[config.mk]
export PLATFORM = sky130hd
export DESIGN_NAME = canonical_huffman_decoder
export DESIGN_NICKNAME = d
export VERILOG_FILES = /design/src/hw/rtl/chd_pkg.sv /design/src/hw/rtl/chd_length_search.sv /design/src/hw/rtl/chd_symbol_store.sv /design/src/hw/rtl/canonical_huffman_decoder.sv
export SDC_FILE = /design/constraint.sdc
export NUM_CORES = 2
export LEC_CHECK = 0
export BUFFER_PORTS_ARGS = -buffer_cell sky130_fd_sc_hd__buf_4
export CAP_MARGIN = 15
export CORE_ASPECT_RATIO = 1.25
export CORE_MARGIN = 3
export CORE_UTILIZATION = 50
export CTS_BUF_LIST = sky130_fd_sc_hd__clkbuf_8
export DETAILED_ROUTE_END_ITERATION = 8
export HOLD_SLACK_MARGIN = 0.08
export PLACE_DENSITY = 0.77
export REMOVE_ABC_BUFFERS = 1
export SYNTH_ARGS = -nofsm -noshare
export SYNTH_HDL_FRONTEND = slang
export SYNTH_HIERARCHICAL = 1
export SYNTH_SLANG_ARGS = --single-unit
[constraint.sdc]
create_clock -name aclk -period 16.9 [get_ports aclk]
set_input_delay 3.38 -clock aclk [delete_from_list [all_inputs] [get_ports aclk]]
set_output_delay 3.38 -clock aclk [all_outputs]
set_load 0.02 [all_outputs]
[src/hw/rtl/chd_pkg.sv]
// ----------------------------------------------------------------------------
// chd_pkg
// Shared types, field layout and codes of the canonical huffman decoder.
// ----------------------------------------------------------------------------
package chd_pkg;

    // table and store geometry
    localparam int MAX_LEN     = 16;
    localparam int SYMBOLS     = 256;
    localparam int SYMBOL_BITS = 16;

    localparam int LEN_W    = $clog2(MAX_LEN + 1);
    localparam int ADDR_W   = $clog2(SYMBOLS);
    localparam int CODE_W   = 16;
    localparam int INDEX_W  = 9;
    localparam int COUNT_W  = 9;
    localparam int SLOT_W   = 8;
    localparam int WINDOW_W = 16;
    localparam int CMD_W    = 2;

    // signed index: fits first index + code - first code with a sign bit
    localparam int IDX_W = CODE_W + 2;

    // input tdata layout, lowest field first
    localparam int LSLOT_LSB  = 0;
    localparam int LSLOT_W    = 5;
    localparam int FCODE_LSB  = LSLOT_LSB + LSLOT_W;
    localparam int FINDEX_LSB = FCODE_LSB + CODE_W;
    localparam int SSLOT_LSB  = FINDEX_LSB + INDEX_W;
    localparam int SVALUE_LSB = SSLOT_LSB + SLOT_W;
    localparam int SVALUE_W   = 16;
    localparam int WINDOW_LSB = SVALUE_LSB + SVALUE_W;
    localparam int S_DATA_RAW = WINDOW_LSB + WINDOW_W;
    localparam int S_DATA_W   = ((S_DATA_RAW + 7) / 8) * 8;

    // output tdata layout
    localparam int OUT_LEN_W  = 5;
    localparam int OUT_SYM_W  = 16;
    localparam int M_DATA_RAW = OUT_LEN_W + OUT_SYM_W;
    localparam int M_DATA_W   = ((M_DATA_RAW + 7) / 8) * 8;

    // commands
    localparam logic [CMD_W-1:0] CMD_LOAD_LENGTH = 2'd0;
    localparam logic [CMD_W-1:0] CMD_LOAD_SYMBOL = 2'd1;
    localparam logic [CMD_W-1:0] CMD_DECODE      = 2'd2;

    // configuration registers
    localparam int CFG_IDX_W  = 1;
    localparam int CFG_DATA_W = 9;
    localparam logic [CFG_IDX_W-1:0] REG_MAX_CODE_LENGTH = 1'd0;
    localparam logic [CFG_IDX_W-1:0] REG_SYMBOL_COUNT    = 1'd1;

    localparam logic [LSLOT_W-1:0] MCL_RESET   = 5'd16;
    localparam logic [COUNT_W-1:0] COUNT_RESET = 9'd256;

    typedef logic [CODE_W-1:0]      code_t;
    typedef logic [INDEX_W-1:0]     index_t;
    typedef logic [SYMBOL_BITS-1:0] symbol_t;

    typedef struct packed {
        logic [LEN_W-1:0]  found_len;
        logic              bad;
        logic [ADDR_W-1:0] addr;
    } search_result_t;

endpackage

[src/hw/rtl/chd_length_search.sv]
// ----------------------------------------------------------------------------
// chd_length_search
// Finds the code length at the window start and the symbol store index.
// ----------------------------------------------------------------------------
module chd_length_search
    import chd_pkg::*;
(
    input  logic [WINDOW_W-1:0] bit_window,
    input  logic [LSLOT_W-1:0]  max_code_length,
    input  logic [COUNT_W-1:0]  symbol_count,
    input  code_t               fc_table [MAX_LEN+1],
    input  index_t              fi_table [MAX_LEN+1],
    output search_result_t      result
);

    logic [LEN_W-1:0]    width;
    logic [WINDOW_W:0]   mask;
    logic [WINDOW_W-1:0] window;
    logic [MAX_LEN:1]    match;
    logic [LEN_W-1:0]    len;
    logic [WINDOW_W-1:0] code;
    logic [IDX_W-1:0]    idx;
    logic                bad;

    always_comb begin
        if (max_code_length > LSLOT_W'(MAX_LEN)) begin
            width = LEN_W'(MAX_LEN);
        end else begin
            width = LEN_W'(max_code_length);
        end
        mask   = ((WINDOW_W+1)'(1) << width) - (WINDOW_W+1)'(1);
        window = bit_window & mask[WINDOW_W-1:0];
    end

    // fc << s <= w is the same test as fc <= (w >> s)
    always_comb begin
        for (int m = 1; m <= MAX_LEN; m++) begin
            match[m] = (LEN_W'(m) <= width) &&
                       (fc_table[m] <= CODE_W'(window >> (width - LEN_W'(m))));
        end
    end

    always_comb begin
        len = '0;
        for (int m = 1; m <= MAX_LEN; m++) begin
            if (match[m]) begin
                len = LEN_W'(m);
            end
        end
    end

    always_comb begin
        if (len == '0) begin
            code = '0;
        end else begin
            code = window >> (width - len);
        end
        idx = IDX_W'(fi_table[len]) + IDX_W'(code) - IDX_W'(fc_table[len]);
        // a negative index wraps to a huge value and is out of range
        bad = idx[IDX_W-1] ||
              (idx[IDX_W-2:0] >= (IDX_W-1)'(symbol_count)) ||
              (idx[IDX_W-2:0] >= (IDX_W-1)'(SYMBOLS));
        result.found_len = len;
        result.bad       = bad;
        result.addr      = idx[ADDR_W-1:0];
    end

endmodule

[src/hw/rtl/chd_symbol_store.sv]
// ----------------------------------------------------------------------------
// chd_symbol_store
// Symbol memory, one write port and one registered read port.
// ----------------------------------------------------------------------------
module chd_symbol_store
    import chd_pkg::*;
(
    input  logic              aclk,
    input  logic              wr_en,
    input  logic [ADDR_W-1:0] wr_addr,
    input  symbol_t           wr_data,
    input  logic              rd_en,
    input  logic [ADDR_W-1:0] rd_addr,
    output symbol_t           rd_data
);

    symbol_t mem [SYMBOLS];
    symbol_t rd_data_reg;

    always_ff @(posedge aclk) begin
        if (wr_en) begin
            mem[wr_addr] <= wr_data;
        end
    end

    // read data holds while the result waits downstream
    always_ff @(posedge aclk) begin
        if (rd_en) begin
            rd_data_reg <= mem[rd_addr];
        end
    end

    assign rd_data = rd_data_reg;

endmodule

[src/hw/rtl/canonical_huffman_decoder.sv]
// ----------------------------------------------------------------------------
// canonical_huffman_decoder
// Canonical huffman decoder with loadable length table and symbol store.
// ----------------------------------------------------------------------------
//  channel | direction | payload
//  s_      | in        | tuser: command; tdata: length_slot, first_code_value,
//          |           |   first_index_value, symbol_slot, symbol_value,
//          |           |   bit_window
//  m_      | out       | tdata: code_length, symbol; tuser: bad_code
//  cfg_    | in        | cfg_index, cfg_data (0 max_code_length, 1 symbol_count)
//
//  one item per cycle unless the result channel stalls; a decode result passes
//  through the input register and then the symbol memory's registered read
//  loads are written to the tables from the input register and give no result
//  reset clears valid flags and config; tables are undefined until loaded
//  a stalled result stalls decodes only as far as empty stages allow
// ----------------------------------------------------------------------------
module canonical_huffman_decoder
    import chd_pkg::*;
(
    input  logic                  aclk,
    input  logic                  aresetn,
    input  logic                  s_tvalid,
    output logic                  s_tready,
    input  logic [S_DATA_W-1:0]   s_tdata,   // length_slot, first_code_value,
                                             // first_index_value, symbol_slot,
                                             // symbol_value, bit_window
    input  logic [CMD_W-1:0]      s_tuser,   // command
    output logic                  m_tvalid,
    input  logic                  m_tready,
    output logic [M_DATA_W-1:0]   m_tdata,   // code_length, symbol
    output logic                  m_tuser,   // bad_code
    input  logic                  cfg_valid,
    output logic                  cfg_ready,
    input  logic [CFG_IDX_W-1:0]  cfg_index,
    input  logic [CFG_DATA_W-1:0] cfg_data
);

    logic                 v1_reg, v1_next;
    logic [CMD_W-1:0]     cmd1_reg;
    logic [S_DATA_W-1:0]  data1_reg;
    logic                 v2_reg, v2_next;
    logic [LEN_W-1:0]     len2_reg;
    logic                 bad2_reg;
    logic [LSLOT_W-1:0]   mcl_reg;
    logic [COUNT_W-1:0]   count_reg;
    code_t                fc_table_reg [MAX_LEN+1];
    index_t               fi_table_reg [MAX_LEN+1];

    logic                 is_decode;
    logic                 en2;
    logic                 fire1;
    logic                 dec_fire;
    logic                 s_accept;
    logic [LSLOT_W-1:0]   length_slot;
    logic [SLOT_W-1:0]    symbol_slot;
    logic                 len_wr;
    logic                 sym_wr;
    search_result_t       search;
    symbol_t              rd_symbol;

    assign length_slot = data1_reg[LSLOT_LSB +: LSLOT_W];
    assign symbol_slot = data1_reg[SSLOT_LSB +: SLOT_W];

    always_comb begin
        is_decode = (cmd1_reg == CMD_DECODE);
        en2       = !v2_reg || m_tready;
        fire1     = v1_reg && (!is_decode || en2);
        dec_fire  = fire1 && is_decode;
        s_tready  = !v1_reg || fire1;
        s_accept  = s_tvalid && s_tready;
        v1_next   = s_accept || (v1_reg && !fire1);
        v2_next   = dec_fire || (v2_reg && !m_tready);
        len_wr    = fire1 && (cmd1_reg == CMD_LOAD_LENGTH) &&
                    (length_slot <= LSLOT_W'(MAX_LEN));
        sym_wr    = fire1 && (cmd1_reg == CMD_LOAD_SYMBOL) &&
                    ((SLOT_W+1)'(symbol_slot) < (SLOT_W+1)'(SYMBOLS));
    end

    always_ff @(posedge aclk) begin
        if (!aresetn) begin
            v1_reg <= 1'b0;
            v2_reg <= 1'b0;
        end else begin
            v1_reg <= v1_next;
            v2_reg <= v2_next;
        end
    end

    always_ff @(posedge aclk) begin
        if (s_accept) begin
            cmd1_reg  <= s_tuser;
            data1_reg <= s_tdata;
        end
        if (dec_fire) begin
            len2_reg <= search.found_len;
            bad2_reg <= search.bad;
        end
    end

    always_ff @(posedge aclk) begin
        if (len_wr) begin
            fc_table_reg[length_slot] <= data1_reg[FCODE_LSB +: CODE_W];
            fi_table_reg[length_slot] <= data1_reg[FINDEX_LSB +: INDEX_W];
        end
    end

    assign cfg_ready = 1'b1;

    always_ff @(posedge aclk) begin
        if (!aresetn) begin
            mcl_reg   <= MCL_RESET;
            count_reg <= COUNT_RESET;
        end else if (cfg_valid) begin
            case (cfg_index)
                REG_MAX_CODE_LENGTH: mcl_reg   <= cfg_data[LSLOT_W-1:0];
                REG_SYMBOL_COUNT:    count_reg <= cfg_data[COUNT_W-1:0];
                default: ;
            endcase
        end
    end

    chd_length_search u_search (
        .bit_window      (data1_reg[WINDOW_LSB +: WINDOW_W]),
        .max_code_length (mcl_reg),
        .symbol_count    (count_reg),
        .fc_table        (fc_table_reg),
        .fi_table        (fi_table_reg),
        .result          (search)
    );

    chd_symbol_store u_store (
        .aclk    (aclk),
        .wr_en   (sym_wr),
        .wr_addr (symbol_slot[ADDR_W-1:0]),
        .wr_data (data1_reg[SVALUE_LSB +: SYMBOL_BITS]),
        .rd_en   (dec_fire),
        .rd_addr (search.addr),
        .rd_data (rd_symbol)
    );

    assign m_tvalid = v2_reg;
    assign m_tuser  = bad2_reg;
    assign m_tdata  = {(M_DATA_W-M_DATA_RAW)'(0),
                       rd_symbol & {SYMBOL_BITS{~bad2_reg}},
                       len2_reg};

endmodule

# Word level (Yosys, flattened, before mapping)
# Memory sizes are Yosys's and may differ from the RTL's. A register that Yosys moved wholly into a read port is not among the register bits.
# Cells that the tools add are included.
# Widths: inputs -> output; s select.
[word_totals] reg_bits=519 ram_bits=4096 in_bits=89 out_inout_bits=28 wordCells=201 mem_count=1
[mem_list] name="u_store.mem" words=256 width=16 rd=1 rd_ports_with_merged_regs=1 wr=1 line_no="chd_symbol_store.sv:17" source="symbol_t mem [SYMBOLS];"
[op_classes] add_sub_neg=20 order_cmp=39 n_eq_ne=2 n_shift=18 mux=32 bitwise_logic=6 reduce_logical=41
[ops] operator="$bwmux 272" n=1
[ops] operator="$shr 16x5->16" n=17
[ops] operator="$le 16x16->1" n=16
[ops] operator="$bwmux 153" n=1
[ops] operator="$bmux 16 s5" n=1
[ops] operator="$demux 16 s5" n=1
[ops] operator="$mux 16" n=4
[ops] operator="$bmux 9 s5" n=1
[ops] operator="$demux 9 s5" n=1
[ops] operator="$le 4x5->1 const A" n=8
[ops] operator="$sub 5x4->5 const B" n=8
[ops] operator="$and 16x16->16" n=2
[ops] operator="$mux 4" n=8
[ops] operator="$mux 9" n=3
[ops] operator="$logic_and 1x1->1" n=25
[ops] operator="$le 3x5->1 const A" n=4
[ops] operator="$sub 5x3->5 const B" n=4
[ops] operator="$sub 18x16->18" n=1
[ops] operator="$add 9x16->17" n=1
[ops] operator="$ge 17x9->1" n=1
[ops] operator="$ge 17x9->1 const B" n=1
[ops] operator="$shl 1x5->16 const A" n=1
[ops] operator="$sub 16x2->16 const B" n=1
[ops] operator="$ge 6x6->1 const B" n=2
[ops] operator="other kinds (23)" n=45

# Depth between registers and ports, before layout
[depth] word_depth=33 depth_mapped=62 ltp_nobuf=54

# Modules after synthesis
# The synthesis kept the hierarchy.
[modules_own_cells] module="chd_symbol_store" n_inst=1 cells_per_inst=7360 area_per_inst_um2=158874.9 seq_area_each_um2=123478.4
[modules_own_cells] module="chd_length_search" n_inst=1 cells_per_inst=2560 area_per_inst_um2=17287.8 seq_area_each_um2=0.0
[modules_own_cells] module="canonical_huffman_decoder" n_inst=1 cells_per_inst=626 area_per_inst_um2=16045.4 seq_area_each_um2=15424.8

# Least setup slack after synthesis
# OpenSTA, ideal clock, no wires.
[synth_timing] path_kind="reg2reg" from="register mcl_reg[4]" to="register u_store.rd_data_reg[1], in the netlist u_store/rd_data[1] (read register of u_store.mem), data pin" setup_ns=0.265 t_arrival_ns=12.026 slack_ns=4.608 path_stages_with_launch=62 n_path_buf=10 period_less_slack_ns=12.292 path_cell_list="dfxtp_1 > inv_2 > clkbuf_1 > nand2_1 > inv_2 > clkbuf_1 > buf_1 > ha_1 > ha_1 > clkbuf_1 > nor3_1 > o221ai_1 > o31ai_1 > a21oi_1 > o211ai_1 > o21ai_0 > nor2_1 > a21oi_1 > [26 not listed] > fa_1 > inv_1 > ha_1 > a21o_1 > a21oi_1 > o21bai_1 > a21oi_1 > o21bai_1 > a21oi_1 > xnor2_1 > clkbuf_1 > nand4b_1 > nor2_1 > clkbuf_1 > o21ai_0 > and4_1 > nand4_1 > nor4_1"
[synth_rtl] element="start, declared" line_no="canonical_huffman_decoder.sv:45" source="logic [LSLOT_W-1:0] mcl_reg;"
[synth_rtl] element="start signal, assigned" line_no="canonical_huffman_decoder.sv:116" source="REG_MAX_CODE_LENGTH: mcl_reg <= cfg_data[LSLOT_W-1:0];"
[synth_rtl] element="end, declared" line_no="chd_symbol_store.sv:18" source="symbol_t rd_data_reg;"

==> results_tabular.tex <==
\begin{tabular}{lr}
\hline
Metric & Value \\
\hline
\multicolumn{2}{l}{\textbf{Global route}} \\
\quad Via count of the first global-routing pass & 109000 \\
\quad Global router's overall resource usage & around 28\% \\
\quad Initial antenna violation count & 35 \\
\quad Global route total overflow & 0 \\
\quad Wire length of the first global-routing pass & 790000 µm \\
\quad Maximum number of pins on one net before global-route repair & 256 \\
\multicolumn{2}{l}{\textbf{Logic synthesis}} \\
\quad Share of async-settable or async-resettable flops after synthesis & 0\% \\
\quad Ranking of synthesized cells by instance count & 4615 x sky130\_fd\_sc\_hd\_\_edfxtp\_1, 797 x sky130\_fd\_sc\_hd\_\_mux4\_2, 698 x sky130\_fd\_sc\_hd\_\_mux2i\_1 \\
\quad Post-synthesis cell area & 192000 µm² \\
\quad Most frequent cell after synthesis & sky130\_fd\_sc\_hd\_\_edfxtp\_1 \\
\quad Number of instances in the synthesized netlist & 10500 \\
\quad Total of warnings raised by yosys & 6 \\
\quad Syn Area/Cell & between 15 and 20 µm² \\
\quad Area contributors post-synth & sky130\_fd\_sc\_hd\_\_edfxtp\_1 72\%, sky130\_fd\_sc\_hd\_\_mux4\_2 9.3\%, sky130\_fd\_sc\_hd\_\_mux2i\_1 3.6\% \\
\quad Sequential cell area fraction in the yosys report & 72.3\% \\
\quad Top-area cell type share of the netlist area & 72.1\% \\
\quad Dominant cell type by area after synthesis & sky130\_fd\_sc\_hd\_\_edfxtp\_1 \\
\quad Post-synth EDFFs & 4615 \\
\quad Number of distinct library cells after synthesis & 112 \\
\quad Most frequently used flop master after synthesis & sky130\_fd\_sc\_hd\_\_edfxtp\_1 \\
\quad Register bit count reported by yosys & 4631 \\
\multicolumn{2}{l}{\textbf{Final layout}} \\
\quad Layout cell share with drive strength beyond 1 & 22.7\% \\
\quad Nets@finish & 11900 \\
\quad Non-filler instance count after layout & 17100 \\
\quad Area growth syn-to-layout & 12.1\% \\
\quad Number of flip-flops in the largest register & 4096 \\
\quad Filler instances & 27600 \\
\quad Combined area of the multi-input logic cells & about 50000 µm² \\
\quad Final cell area excluding filler cells & 215000 µm² \\
\quad Total area of sequential cells & 139000 µm² \\
\multicolumn{2}{l}{\textbf{Floorplanning}} \\
\quad Initial core utilization & between 50\% and 60\% \\
\quad Chip Height & 699 µm \\
\quad Horiz. Die Dim & about 560 µm \\
\quad Standard cell core area & 381000 µm² \\
\quad Number of I/O pins & 117 \\
\quad Placement Rows & 253 \\
\quad Total Die Area & 392000 µm² \\
\multicolumn{2}{l}{\textbf{Detailed routing}} \\
\quad DRT Wirelength & between 500000 and 600000 µm \\
\quad Starting DRC count in detailed routing & 16100 \\
\quad Count of antenna-violating nets left after detailed routing & 0 \\
\quad Number of DRC violations after detailed routing & 0 \\
\quad Final routed wire length divided by cell count & between 30 and 40 µm \\
\quad Detailed-routing iteration count for the pre-antenna-repair pass & 7 \\
\quad Mean number of vias per cell & $\sim$6.4 \\
\quad Wire length on met2 & 265000 µm \\
\quad Topmost layer with routed signal wires & met5 \\
\quad Detailed-route via count & roughly 110k \\
\quad Metal-1 WL & about 190000 µm \\
\quad Routed length on met3 & 58300 µm \\
\multicolumn{2}{l}{\textbf{STA}} \\
\quad Final setup violating endpoints & 0 \\
\quad Fin crit share & between 90\% and 100\% \\
\quad Max Freq & 64.9 MHz \\
\quad Max-slew violation count & 58 \\
\quad Final sum of negative setup slack & 0 ns \\
\quad Tmin final & 15.40 ns \\
\quad Max\_slew headroom & -1.93\% \\
\quad Hold violation total from the final report & 0 \\
\quad Final worst setup slack & 1.50 ns \\
\quad Worst Clk Skew & $\sim$0.083 ns \\
\quad Measured slew at the worst slew-check pin & 1.53 ns \\
\quad RSZ-0062 raised after global routing & no \\
\multicolumn{2}{l}{\textbf{Run}} \\
\quad Number of violations of the max-capacitance limit & 0 \\
\multicolumn{2}{l}{\textbf{Worst hold path}} \\
\quad Worst hold endpoint & count\_reg[8]\$\_SDFFE\_PN1P\_ \\
\quad Start point of the worst min-delay path & count\_reg[8]\$\_SDFFE\_PN1P\_ \\
\quad Class of the most critical hold timing path & flip-flop to flip-flop \\
\quad Number of cells on the worst hold path & 2 \\
\multicolumn{2}{l}{\textbf{Worst setup path}} \\
\quad Data arrival time of the worst path & 16.38 ns \\
\quad Setup crit start kind & flip-flop \\
\quad Reg-to-Reg Start & mcl\_reg[4]\$\_SDFFE\_PN1P\_ \\
\quad Crit path largest cell delay & 1.02 ns \\
\quad FF-to-FF End & u\_store/rd\_data[13]\$\_DFFE\_PP\_ \\
\quad Critical-path top delay cell & sky130\_fd\_sc\_hd\_\_fa\_4 \\
\quad Type of the worst setup path & flip-flop to flip-flop \\
\quad Type of destination of the critical path & flip-flop \\
\quad CP required & around 18 ns \\
\quad Cell count of the worst reg-to-reg path & 46 \\
\quad Worst-path fanout max & 22 \\
\quad Reg-to-reg setup timing slack & 1.50 ns \\
\multicolumn{2}{l}{\textbf{Placed design}} \\
\quad Total instance count after detailed placement & 15800 \\
\quad Count of input and output buffers & 110 \\
\quad Worst Setup Slack post-DPL & 2.27 ns \\
\quad Post-DP HPWL & 363000 µm \\
\quad Cell area after placement & 202000 µm² \\
\quad Routability congestion estimate from global placement & between 1 and 1.5 \\
\multicolumn{2}{l}{\textbf{Clock tree}} \\
\quad Clock-pin slew on the worst setup and hold paths & 0.06 ns \\
\quad Total clock buffers created by CTS & between 600 and 700 \\
\quad \# clock sinks & around 4600 \\
\quad Setup Fix Bufs, Post-CTS & 0 \\
\quad Maximum level of the CTS H-tree & 6 \\
\quad CTS tree & built \\
\quad Hold Buf Count CTS & 0 \\
\quad Post-cts gate resize count & 0 \\
\quad CTS Root Buffer Type & sky130\_fd\_sc\_hd\_\_clkbuf\_8 \\
\quad Clock latency at the later pin of the worst-skew pair & around 1.3 ns \\
\quad Max Root-Sink Buffers & 4 \\
\multicolumn{2}{l}{\textbf{Outcome}} \\
\quad Run status & finished with violations \\
\quad Violated checks & slew limit \\
\multicolumn{2}{l}{\textbf{Power and ir drop}} \\
\quad Pwr dens & 211 nW/µm² \\
\quad Proportion of power drawn by combinational gates & 52.8\% \\
\quad Peak supply drop & around 0.00029 V \\
\quad Sequential cell fraction of total power & approximately 28\% \\
\quad Switch share & around 42\% \\
\quad Power spent charging and discharging nets & 19.2 mW \\
\quad P\_int & about 26 mW \\
\quad Overall Power & 45.4 mW \\
\quad Static Leak & 71.5 nW \\
\quad Proportion of power drawn by the clock network & 18.9\% \\
\hline
\end{tabular}
==> cell families after synthesis <==
logic type / count (synthesis) / share of synthesized area [%]
buffers and inverters: 677 / 1.89
adders and majority gates: 323 / 2.15
muxes: 1623 / 13.7
and+or+nand+nor: 1624 / 3.88
DFF: 4631 / 72.3
other: 2 / 0.00391
xor gates and xnor gates: 40 / 0.182
AOI/OAI and AO/OA: 1626 / 5.91
==> cell usage in the layout (no fill, tap or decap), types with 126 or more instances in the layout <==
| cell type | netlist | final |
|---|---|---|
| sky130_fd_sc_hd__mux4_2 | 797 | 797 |
| sky130_fd_sc_hd__mux2i_1 | 698 | 698 |
| sky130_fd_sc_hd__buf_4 | 41 | 733 |
| sky130_fd_sc_hd__o221ai_1 | 265 | 264 |
| sky130_fd_sc_hd__clkinv_1 | 0 | 182 |
| sky130_fd_sc_hd__nor2_1 | 572 | 549 |
| sky130_fd_sc_hd__a21oi_1 | 396 | 395 |
| sky130_fd_sc_hd__nor3_1 | 135 | 126 |
| sky130_fd_sc_hd__clkbuf_8 | 0 | 697 |
| sky130_fd_sc_hd__o21ai_0 | 154 | 154 |
| sky130_fd_sc_hd__nand2_1 | 461 | 460 |
| sky130_fd_sc_hd__inv_1 | 63 | 254 |
| sky130_fd_sc_hd__ha_1 | 312 | 310 |
| sky130_fd_sc_hd__edfxtp_1 | 4615 | 4615 |
| sky130_fd_sc_hd__o22ai_1 | 181 | 181 |
==> worst max-delay path: cells and delay by family, from the launching register on <==
kind,cells,cell delay (ns)
AO/OA/AOI/OAI,16,5.76
adder cells (fa/ha/maj),7,3.18
buffers and inverters,10,2.49
AND/OR/NAND/NOR,10,2.04
multiplexers,3,1.20
flip-flops,1,0.33
==> metal layers <==
layer,track usage (%),vias up
met3,5.52,1422
met1,35.6,55700
met2,44.3,7328
li1,-,45300
met4,17.8,12
met5,0,-
==> final cells by class <==
cell class	count	area share [%]
Multi-Input combinational cell	5240	23.2
Timing Repair Buffer	810	3.27
Sequential cell	4631	64.5
Tap cell	5100	2.96
Clock inverter	536	1.50
Clock buffer	697	4.45
Antenna cell	12	0.0139
Inverter	70	0.127
==> stage by stage <==
stage / util, % / hold slack [ns]
after global routing: 56.5 / 0.511
after detailed placement: 53.1 / 0.480
after floorplan: - / 0.438
after global placement: 53.1 / 0.467
after CTS: 56.4 / 0.491
final: 56.5 / 0.489
==> worst max-delay path by stage <==
stage                                       start                             to  depth (start not counted)
final                     mcl_reg[4]$_SDFFE_PN1P_  u_store/rd_data[13]$_DFFE_PP_                         46
after global routing      mcl_reg[4]$_SDFFE_PN1P_  u_store/rd_data[13]$_DFFE_PP_                         48
after CTS                 mcl_reg[4]$_SDFFE_PN1P_   u_store/rd_data[3]$_DFFE_PP_                         45
after detailed placement  mcl_reg[4]$_SDFFE_PN1P_  u_store/rd_data[13]$_DFFE_PP_                         45
after global placement    mcl_reg[4]$_SDFFE_PN1P_   u_store/rd_data[3]$_DFFE_PP_                         45
after floorplan           mcl_reg[4]$_SDFFE_PN1P_   u_store/rd_data[4]$_DFFE_PP_                         41
==> power groups by stage <==
stage | Combinational, mW | Sequential [mW] | Clock, mW
after global routing | 24.7 | 12.8 | 9.22
final | 24.0 | 12.8 | 8.57
after floorplan | 14.0 | 13.1 | 0
after CTS | 23.6 | 12.8 | 8.69
after detailed placement | 23.5 | 13.1 | 0
after global placement | 23.1 | 13.1 | 0
Note: power is estimated with default switching activity, not from simulation.
